===== src/hw/rtl/mcrg_pkg.sv =====
`timescale 1ns / 1ps
// ----------------------------------------------------------------------------
// mcrg_pkg
// Shared types and widths for the midpoint circle row generator.
// ----------------------------------------------------------------------------
package mcrg_pkg;

   localparam int unsigned COORD_W    = 5;  // loop offsets x and y
   localparam int unsigned DECISION_W = 8;  // signed midpoint decision

   // loop registers of the midpoint walk
   typedef struct packed {
      logic [COORD_W-1:0]           x;
      logic [COORD_W-1:0]           y;
      logic signed [DECISION_W-1:0] p;
   } loop_state_type;

   // result of one loop step
   typedef struct packed {
      loop_state_type nxt;    // state after the step
      logic           emits;  // the step yields rows
   } step_result_type;

endpackage


===== src/hw/rtl/mcrg_step.sv =====
`timescale 1ns / 1ps
// ----------------------------------------------------------------------------
// mcrg_step
// One midpoint circle step: advances y, conditionally pulls x in, updates the
// decision and flags whether the step still produces rows.
// ----------------------------------------------------------------------------
module mcrg_step
   import mcrg_pkg::*;
(
   input  loop_state_type  cur,
   output step_result_type res
);

   logic                         keep_x;
   logic [COORD_W-1:0]           y_nxt;
   logic [COORD_W-1:0]           x_nxt;
   logic signed [DECISION_W-1:0] y_term;
   logic signed [DECISION_W-1:0] x_term;

   // decision update: p + 2y' + 1, minus 2x' when x moves in
   always_comb begin
      keep_x = (cur.p <= 0);
      y_nxt  = cur.y + COORD_W'(1);
      x_nxt  = keep_x ? cur.x : (cur.x - COORD_W'(1));
      y_term = $signed({{(DECISION_W-COORD_W-1){1'b0}}, y_nxt, 1'b1});
      x_term = keep_x ? '0 : $signed({{(DECISION_W-COORD_W-1){1'b0}}, x_nxt, 1'b0});
      res.nxt.x = x_nxt;
      res.nxt.y = y_nxt;
      res.nxt.p = cur.p + y_term - x_term;
      // loop runs while x > y and stops before emitting once x < y
      res.emits = (cur.x > cur.y) && (x_nxt >= y_nxt);
   end

endmodule


===== src/hw/rtl/midpoint_circle_row_generator.sv =====
`timescale 1ns / 1ps
// ----------------------------------------------------------------------------
// midpoint_circle_row_generator
// Turns a circle request into raster rows with the integer midpoint loop.
// First row: a request beat loads ST_CTR, which registers the centre row.
// Throughput: one row per cycle while rsp_tready allows; a new request is accepted
// only once the sequencer has returned to idle after the last row of a circle.
// Reset: synchronous, clears the sequencer and the output valid.
// ----------------------------------------------------------------------------
module midpoint_circle_row_generator
   import mcrg_pkg::*;
#(
   parameter int unsigned MAX_RADIUS = 15
)
(
   input  logic        clock,
   input  logic        reset,
   // request channel
   input  logic        req_tvalid,
   output logic        req_tready,
   input  logic [39:0] req_tdata,   // center_x[5:0], center_y[10:6], radius[14:11],
                                    // color[38:15], zero pad[39]
   input  logic        req_tuser,   // filled
   // row channel
   output logic        rsp_tvalid,
   input  logic        rsp_tready,
   output logic [47:0] rsp_tdata,   // row_y[6:0], left_x[14:7], right_x[22:15],
                                    // pixel_color[46:23], zero pad[47]
   output logic        rsp_tuser,   // solid
   output logic        rsp_tlast    // last
);

   typedef enum logic [2:0] {
      ST_IDLE, ST_CTR, ST_TOP, ST_BOT, ST_ROW0, ST_ROW1, ST_ROW2, ST_ROW3
   } seq_state_type;

   localparam logic [3:0] RADIUS_CAP = 4'(MAX_RADIUS);

   seq_state_type     state_ff, state_in;
   loop_state_type    loop_ff, loop_in;
   step_result_type   step;
   logic [5:0]        cx_ff, cx_in;
   logic [4:0]        cy_ff, cy_in;
   logic              fill_ff, fill_in;
   logic [23:0]       color_ff, color_in;
   logic              out_valid_ff, out_valid_in;
   logic signed [6:0] out_y_ff, out_y_in;
   logic signed [7:0] out_l_ff, out_l_in;
   logic signed [7:0] out_r_ff, out_r_in;
   logic              out_solid_ff, out_solid_in;
   logic [23:0]       out_color_ff, out_color_in;
   logic              out_last_ff, out_last_in;

   logic [3:0]        radius_sat;
   logic              advance;
   logic              group_end;
   logic signed [6:0] cy_s, yo_s, xo_s;
   logic signed [7:0] cx_s, xo_w, yo_w;
   logic signed [6:0] row_y;
   logic signed [7:0] row_l, row_r;
   logic              row_solid;

   // shared step unit
   mcrg_step u_step (
      .cur (loop_ff),
      .res (step)
   );

   assign radius_sat = (req_tdata[14:11] > RADIUS_CAP) ? RADIUS_CAP : req_tdata[14:11];
   assign req_tready = (state_ff == ST_IDLE);
   assign advance    = (state_ff != ST_IDLE) && (!out_valid_ff || rsp_tready);

   // widened operands for row arithmetic
   assign cy_s = $signed({2'b00, cy_ff});
   assign yo_s = $signed({2'b00, loop_ff.y});
   assign xo_s = $signed({2'b00, loop_ff.x});
   assign cx_s = $signed({2'b00, cx_ff});
   assign xo_w = $signed({3'b000, loop_ff.x});
   assign yo_w = $signed({3'b000, loop_ff.y});

   // row of the current phase
   always_comb begin
      row_y     = cy_s;
      row_l     = cx_s - xo_w;
      row_r     = cx_s + xo_w;
      row_solid = fill_ff;
      group_end = 1'b0;
      case (state_ff)
         ST_CTR: begin
            group_end = fill_ff || (loop_ff.x == '0);
         end
         ST_TOP: begin
            row_y     = cy_s - xo_s;
            row_l     = cx_s;
            row_r     = cx_s;
            row_solid = 1'b0;
         end
         ST_BOT: begin
            row_y     = cy_s + xo_s;
            row_l     = cx_s;
            row_r     = cx_s;
            row_solid = 1'b0;
            group_end = 1'b1;
         end
         ST_ROW0: begin
            row_y = cy_s + yo_s;
         end
         ST_ROW1: begin
            row_y     = cy_s - yo_s;
            group_end = (loop_ff.x == loop_ff.y);
         end
         ST_ROW2: begin
            row_y = cy_s + xo_s;
            row_l = cx_s - yo_w;
            row_r = cx_s + yo_w;
         end
         ST_ROW3: begin
            row_y     = cy_s - xo_s;
            row_l     = cx_s - yo_w;
            row_r     = cx_s + yo_w;
            group_end = 1'b1;
         end
         default: begin
            group_end = 1'b0;
         end
      endcase
   end

   // sequencer and output register next values
   always_comb begin
      state_in     = state_ff;
      loop_in      = loop_ff;
      cx_in        = cx_ff;
      cy_in        = cy_ff;
      fill_in      = fill_ff;
      color_in     = color_ff;
      out_valid_in = out_valid_ff && !rsp_tready;
      out_y_in     = out_y_ff;
      out_l_in     = out_l_ff;
      out_r_in     = out_r_ff;
      out_solid_in = out_solid_ff;
      out_color_in = out_color_ff;
      out_last_in  = out_last_ff;

      if (state_ff == ST_IDLE) begin
         if (req_tvalid) begin
            cx_in     = req_tdata[5:0];
            cy_in     = req_tdata[10:6];
            color_in  = req_tdata[38:15];
            fill_in   = req_tuser;
            loop_in.x = {1'b0, radius_sat};
            loop_in.y = '0;
            loop_in.p = 8'sd1 - $signed({4'b0000, radius_sat});
            state_in  = ST_CTR;
         end
      end else if (advance) begin
         out_valid_in = 1'b1;
         out_y_in     = row_y;
         out_l_in     = row_l;
         out_r_in     = row_r;
         out_solid_in = row_solid;
         out_color_in = color_ff;
         out_last_in  = group_end && !step.emits;
         if (group_end) begin
            if (step.emits) begin
               loop_in  = step.nxt;
               state_in = ST_ROW0;
            end else begin
               state_in = ST_IDLE;
            end
         end else begin
            case (state_ff)
               ST_CTR:  state_in = ST_TOP;
               ST_TOP:  state_in = ST_BOT;
               ST_ROW0: state_in = ST_ROW1;
               ST_ROW1: state_in = ST_ROW2;
               ST_ROW2: state_in = ST_ROW3;
               default: state_in = ST_IDLE;
            endcase
         end
      end
   end

   // state and registered outputs
   always_ff @(posedge clock) begin
      if (reset) begin
         state_ff     <= ST_IDLE;
         out_valid_ff <= 1'b0;
         loop_ff      <= '0;
      end else begin
         state_ff     <= state_in;
         out_valid_ff <= out_valid_in;
         loop_ff      <= loop_in;
      end
      cx_ff        <= cx_in;
      cy_ff        <= cy_in;
      fill_ff      <= fill_in;
      color_ff     <= color_in;
      out_y_ff     <= out_y_in;
      out_l_ff     <= out_l_in;
      out_r_ff     <= out_r_in;
      out_solid_ff <= out_solid_in;
      out_color_ff <= out_color_in;
      out_last_ff  <= out_last_in;
   end

   assign rsp_tvalid = out_valid_ff;
   assign rsp_tdata  = {1'b0, out_color_ff, out_r_ff, out_l_ff, out_y_ff};
   assign rsp_tuser  = out_solid_ff;
   assign rsp_tlast  = out_last_ff;

   // a request beat makes the block busy on the next cycle
   a_busy_after_req: assert property (@(posedge clock) disable iff (reset)
      (req_tvalid && req_tready) |=> !req_tready)
      else $error("request accepted but sequencer still idle");

   // while rows of a step go out the walk has not crossed the diagonal
   a_loop_order: assert property (@(posedge clock) disable iff (reset)
      (state_ff == ST_ROW0 || state_ff == ST_ROW1 || state_ff == ST_ROW2 ||
       state_ff == ST_ROW3) |-> (loop_ff.x >= loop_ff.y))
      else $error("loop x below y while emitting rows");

   // a pending final row means the circle is done
   a_last_done: assert property (@(posedge clock) disable iff (reset)
      (out_valid_ff && out_last_ff) |-> (state_ff == ST_IDLE || state_ff == ST_CTR))
      else $error("final row pending while circle still in progress");

endmodule

===== config.mk =====
export PLATFORM = sky130hd
export DESIGN_NAME = midpoint_circle_row_generator
export DESIGN_NICKNAME = d
export VERILOG_FILES = /design/src/hw/rtl/mcrg_pkg.sv /design/src/hw/rtl/mcrg_step.sv /design/src/hw/rtl/midpoint_circle_row_generator.sv
export SDC_FILE = /design/constraint.sdc
export NUM_CORES = 1
export LEC_CHECK = 0
export BUFFER_PORTS_ARGS = -buffer_cell sky130_fd_sc_hd__buf_2
export CAP_MARGIN = 20
export CORE_MARGIN = 2
export CORE_UTILIZATION = 56
export CTS_CLUSTER_DIAMETER = 200
export DETAILED_ROUTE_END_ITERATION = 8
export PLACE_DENSITY_LB_ADDON = 0.05
export SYNTH_ARGS = -nofsm -noshare
export SYNTH_HDL_FRONTEND = slang
export SYNTH_SLANG_ARGS = --single-unit

===== constraint.sdc =====
create_clock -name clock -period 4.45 [get_ports clock]
set_clock_uncertainty 0.15 [all_clocks]
set_input_delay 0.2225 -clock clock [delete_from_list [all_inputs] [get_ports clock]]
set_output_delay 0.2225 -clock clock [all_outputs]
set_load 0.005 [all_outputs]

==> flow_summary_export.csv <==
group,metric,value,unit
finish,diodes,0,
synthesis,synth.avg_cell_area,10.8,µm²
global_routing,grt_pass1_wl,20100,µm
global_routing,overflow,0,
drt,wl_met2,5870,µm
timing,hold_viol_final,0,
global_routing,grt_max_degree,34,
worst_setup_path,cp.depth,15,
global_routing,first_global_vias,4171,
drt,dr.pass1.iters,5,
die,placementRows,37,
die,fp.dieH,106,µm
pwr,internal-power,3.10,mW
timing,max_clock_freq,0.269,GHz
die,coreArea,10200,µm²
cts,cts_setup_buffers,0,
worst_setup_path,cpMaxStageDelayCell,"fa_1",
die,initial_core_util,57.1,%
cts,numCtsBuffers,9,
placed_design,dp_hpwl,8640,µm
pwr,ir_drop,0.691,mV
worst_setup_path,worstRegToRegCells,15,
timing,finalSetupViolCount,0,
pwr,p_sw,2.35,mW
flow_run,cap_viol_max_count,0,
worst_hold_path,hold_class,"input pin to flip-flop",
timing,fin_tns_setup,0,ps
drt,drc,0,
worst_setup_path,critPathMostFrequentCell,"inv_1",
worst_setup_path,r2r_slack,740,ps
drt,dr_total_vias,4277,
timing,min_period,3710,ps
finish,nNetsFinal,765,
drt,met3_length,636,µm
worst_setup_path,timing_worst_setup_path_type,"flip-flop to flip-flop",
synthesis,async_flop_share,0,%
synthesis,syn_inst,536,
cts,clock_latency,370,ps
timing,rsz0062_at_grt,"false",
global_routing,antenna_found_initial,0,
drt,route.layer.met1.wl,5620,µm
pwr,swShare,43.1,%
placed_design,port_buffers,93,
synthesis,yosysUniqueCellTypes,56,
cts,cts_buffer_depth,2,
cts,root_buffer,"clkbuf_8",
worst_setup_path,cp.arrival,3820,ps
pwr,clockPowerShare,10.5,%
pwr,powerDensity,785,nW/µm²
cts,cts_tree,"done",
worst_setup_path,slowest_delay,490,ps
die,ioPinCount,97,
cts,clk_pin_slew_worst_paths,120,ps
die,die_w,106,µm
pwr,power_frac_comb,55.8,%
cts,clkSinkCount,104,
synthesis,synth_edf_count,82,
worst_setup_path,crit_family,"simple AND/OR/NAND/NOR gates",
worst_setup_path,worstSetupStartpointType,"flip-flop",
drt,route.top_layer_used,"met4",
drt,final_antenna_net_count,0,
synthesis,syn_area,5810,µm²
timing,fin_crit_sh,83.4,%
drt,drt_iter0_drc,181,
drt,wl_per_cell,15.3,µm
synthesis,synth_top_area_share,42.4,%
outcome,status,"complete, no violations",
placed_design,placed_area,6390,µm²
worst_setup_path,timing.critical_path.buf_inv,3,
timing,slew_headroom,55.4,%
placed_design,place_congestion,0.882,
finish,synthToLayoutAreaGrowth,19.5,%
synthesis,yosysSeqAreaShare,50.0,%
drt,vias_per_cell,5.34,
worst_setup_path,crit_chain,"inv_1, ha_1, nor4b_1, a21o_1, inv_1, and4_1, xnor2_1, nor2_1, fa_1, inv_1, ha_1, a21boi_0, or3_1, a31oi_1, a211oi_1",
worst_hold_path,hold_depth,3,
worst_setup_path,crit_path_end_kind,"flip-flop",
global_routing,grt_use_total,22.9,%
timing,slew_violations,0,
finish,drive_gt1_share,18.5,%
timing,worst_slew_pin_slew,669,ps
synthesis,synth_top_area_cell,"edfxtp_1",
pwr,leakagePower,2.86,nW
finish,finalInstanceArea,6940,µm²
synthesis,synthTopCellsByArea,"edfxtp_1 (42%), ha_1 (11%), dfxtp_1 (7.6%), inv_1 (3.7%), fa_1 (3.4%)",
synthesis,synth_warnings,0,
cts,htreeDepth,3,
synthesis,synth-seq-cells,104,
pwr,power_frac_seq,33.7,%
drt,finalWirelength,12300,µm
synthesis,synth_flop_cell,"edfxtp_1",
worst_setup_path,path_max_fanout,6,
die,die_area,11200,µm²
cts,post_cts_resized,0,
worst_setup_path,crit_required,4560,ps
-- metrics by stage --
step / setup WS (ps) / hold WS (ps) / total power [mW] / std cells / util [%]
floorplan: 825 / 171 / 4.02 / 537 / -
global placement: 836 / 249 / 4.75 / 749 / 62.7
detailed placement: 767 / 251 / 4.84 / 749 / 62.7
CTS: 752 / 40.5 / 5.46 / 801 / 68.2
global route: 468 / 74.5 / 5.96 / 801 / 68.2
finish: 738 / 57.4 / 5.45 / 801 / 68.2
-- layout make-up --
class / count / area [µm²]
clock buffers: 9 / 124
clock inverters: 7 / 71.3
fillers: 806 / 3240
inverters: 57 / 214
multi-input cells: 353 / 2580
flip-flops and latches: 104 / 2900
well taps: 136 / 170
repair buffers: 135 / 883
-- synth_stat cells (all sizes together), types with 7 or more instances --
library cell / number
inv: 57
dfxtp: 22
clkbuf: 11
nor2b: 13
nor2: 38
a21oi: 37
fa: 10
nand2: 39
xnor2: 16
o31ai: 7
nand2b: 7
a211oi: 11
ha: 50
nand3: 10
o21ai: 31
buf: 12
edfxtp: 82
xor2: 8
a21o: 11
-- worst paths after layout --
path | from | to
max reg2reg | loop_ff[6]$_SDFFE_PP0P_ | loop_ff[6]$_SDFFE_PP0P_
max | loop_ff[6]$_SDFFE_PP0P_ | loop_ff[6]$_SDFFE_PP0P_
min reg2reg | color_ff[13]$_DFFE_PP_ | out_color_ff[13]$_DFFE_PP_
min | rsp_tready | rsp_tvalid$_SDFF_PP0_
-- placed cells by master, fill, tap and decap left out, drive strengths merged, types with 3 or more instances in the layout --
| cell type | count |
|---|---|
| a21o | 11 |
| a21boi | 3 |
| nand2 | 39 |
| o211ai | 5 |
| edfxtp | 82 |
| nor2b | 13 |
| fa | 10 |
| or2 | 5 |
| inv | 60 |
| o31ai | 7 |
| clkbuf | 9 |
| nor2 | 38 |
| a211oi | 11 |
| a31oi | 6 |
| buf | 99 |
| nor3 | 6 |
| mux2i | 3 |
| o21a | 5 |
| a21oi | 37 |
| o21ai | 31 |
| dfxtp | 22 |
| nand3 | 10 |
| or3 | 5 |
| xor2 | 8 |
| ha | 50 |
| xnor2 | 16 |
| dlygate4sd3 | 36 |
| nand2b | 7 |
-- worst min-delay path, cell delays in order --
cell and delay [ps]:
buf_2 90, nand2b_1 150, a21oi_1 80
-- metal layers --
layer / GRT usage [%] / vias to the layer above
li1: - / 2141
met1: 31.1 / 1984
met2: 38.2 / 140
met3: 3.83 / 12
met4: 6.30 / 0
met5: 0 / -
-- registers in the layout, indices dropped and copies added, names as in the netlist, 3 cells and up --
register	cells
loop_ff	18
out_l_ff	6
cx_ff	6
out_y_ff	7
cy_ff	5
color_ff	24
out_r_ff	7
state_ff	3
out_color_ff	24
-- repair_timing --
| item | CTS | global route |
|---|---|---|
| hold buffers | 36 | 0 |
| hold endpoints to repair | 36 | 0 |
| setup endpoints to repair | 0 | 0 |
-- power by group through the flow --
stage / clock (mW) / combinational (mW) / sequential (mW)
3_3_place_gp: 0 / 2.91 / 1.84
6_report: 0.572 / 3.04 / 1.84
3_5_place_dp: 0 / 2.98 / 1.86
4_1_cts: 0.587 / 3.03 / 1.84
5_1_grt: 0.621 / 3.46 / 1.88
2_1_floorplan: 0 / 2.19 / 1.84
-- logic make-up (layout without fill, tap and decap cells) --
kind of cell             count (synthesis)  count (layout)  synth area share, %
AO/OA/AOI/OAI                          128             128                 14.1
XOR/XNOR                                24              24                 3.62
adder cells (fa/ha/maj)                 60              60                 14.2
buffers and inverters                   80             208                 5.90
flip-flops                             104             104                 50.0
multiplexers                             4               4                0.711
other                                    1               2               0.0645
AND/OR/NAND/NOR                        135             135                 11.5
(Power assumes the default switching activity.)
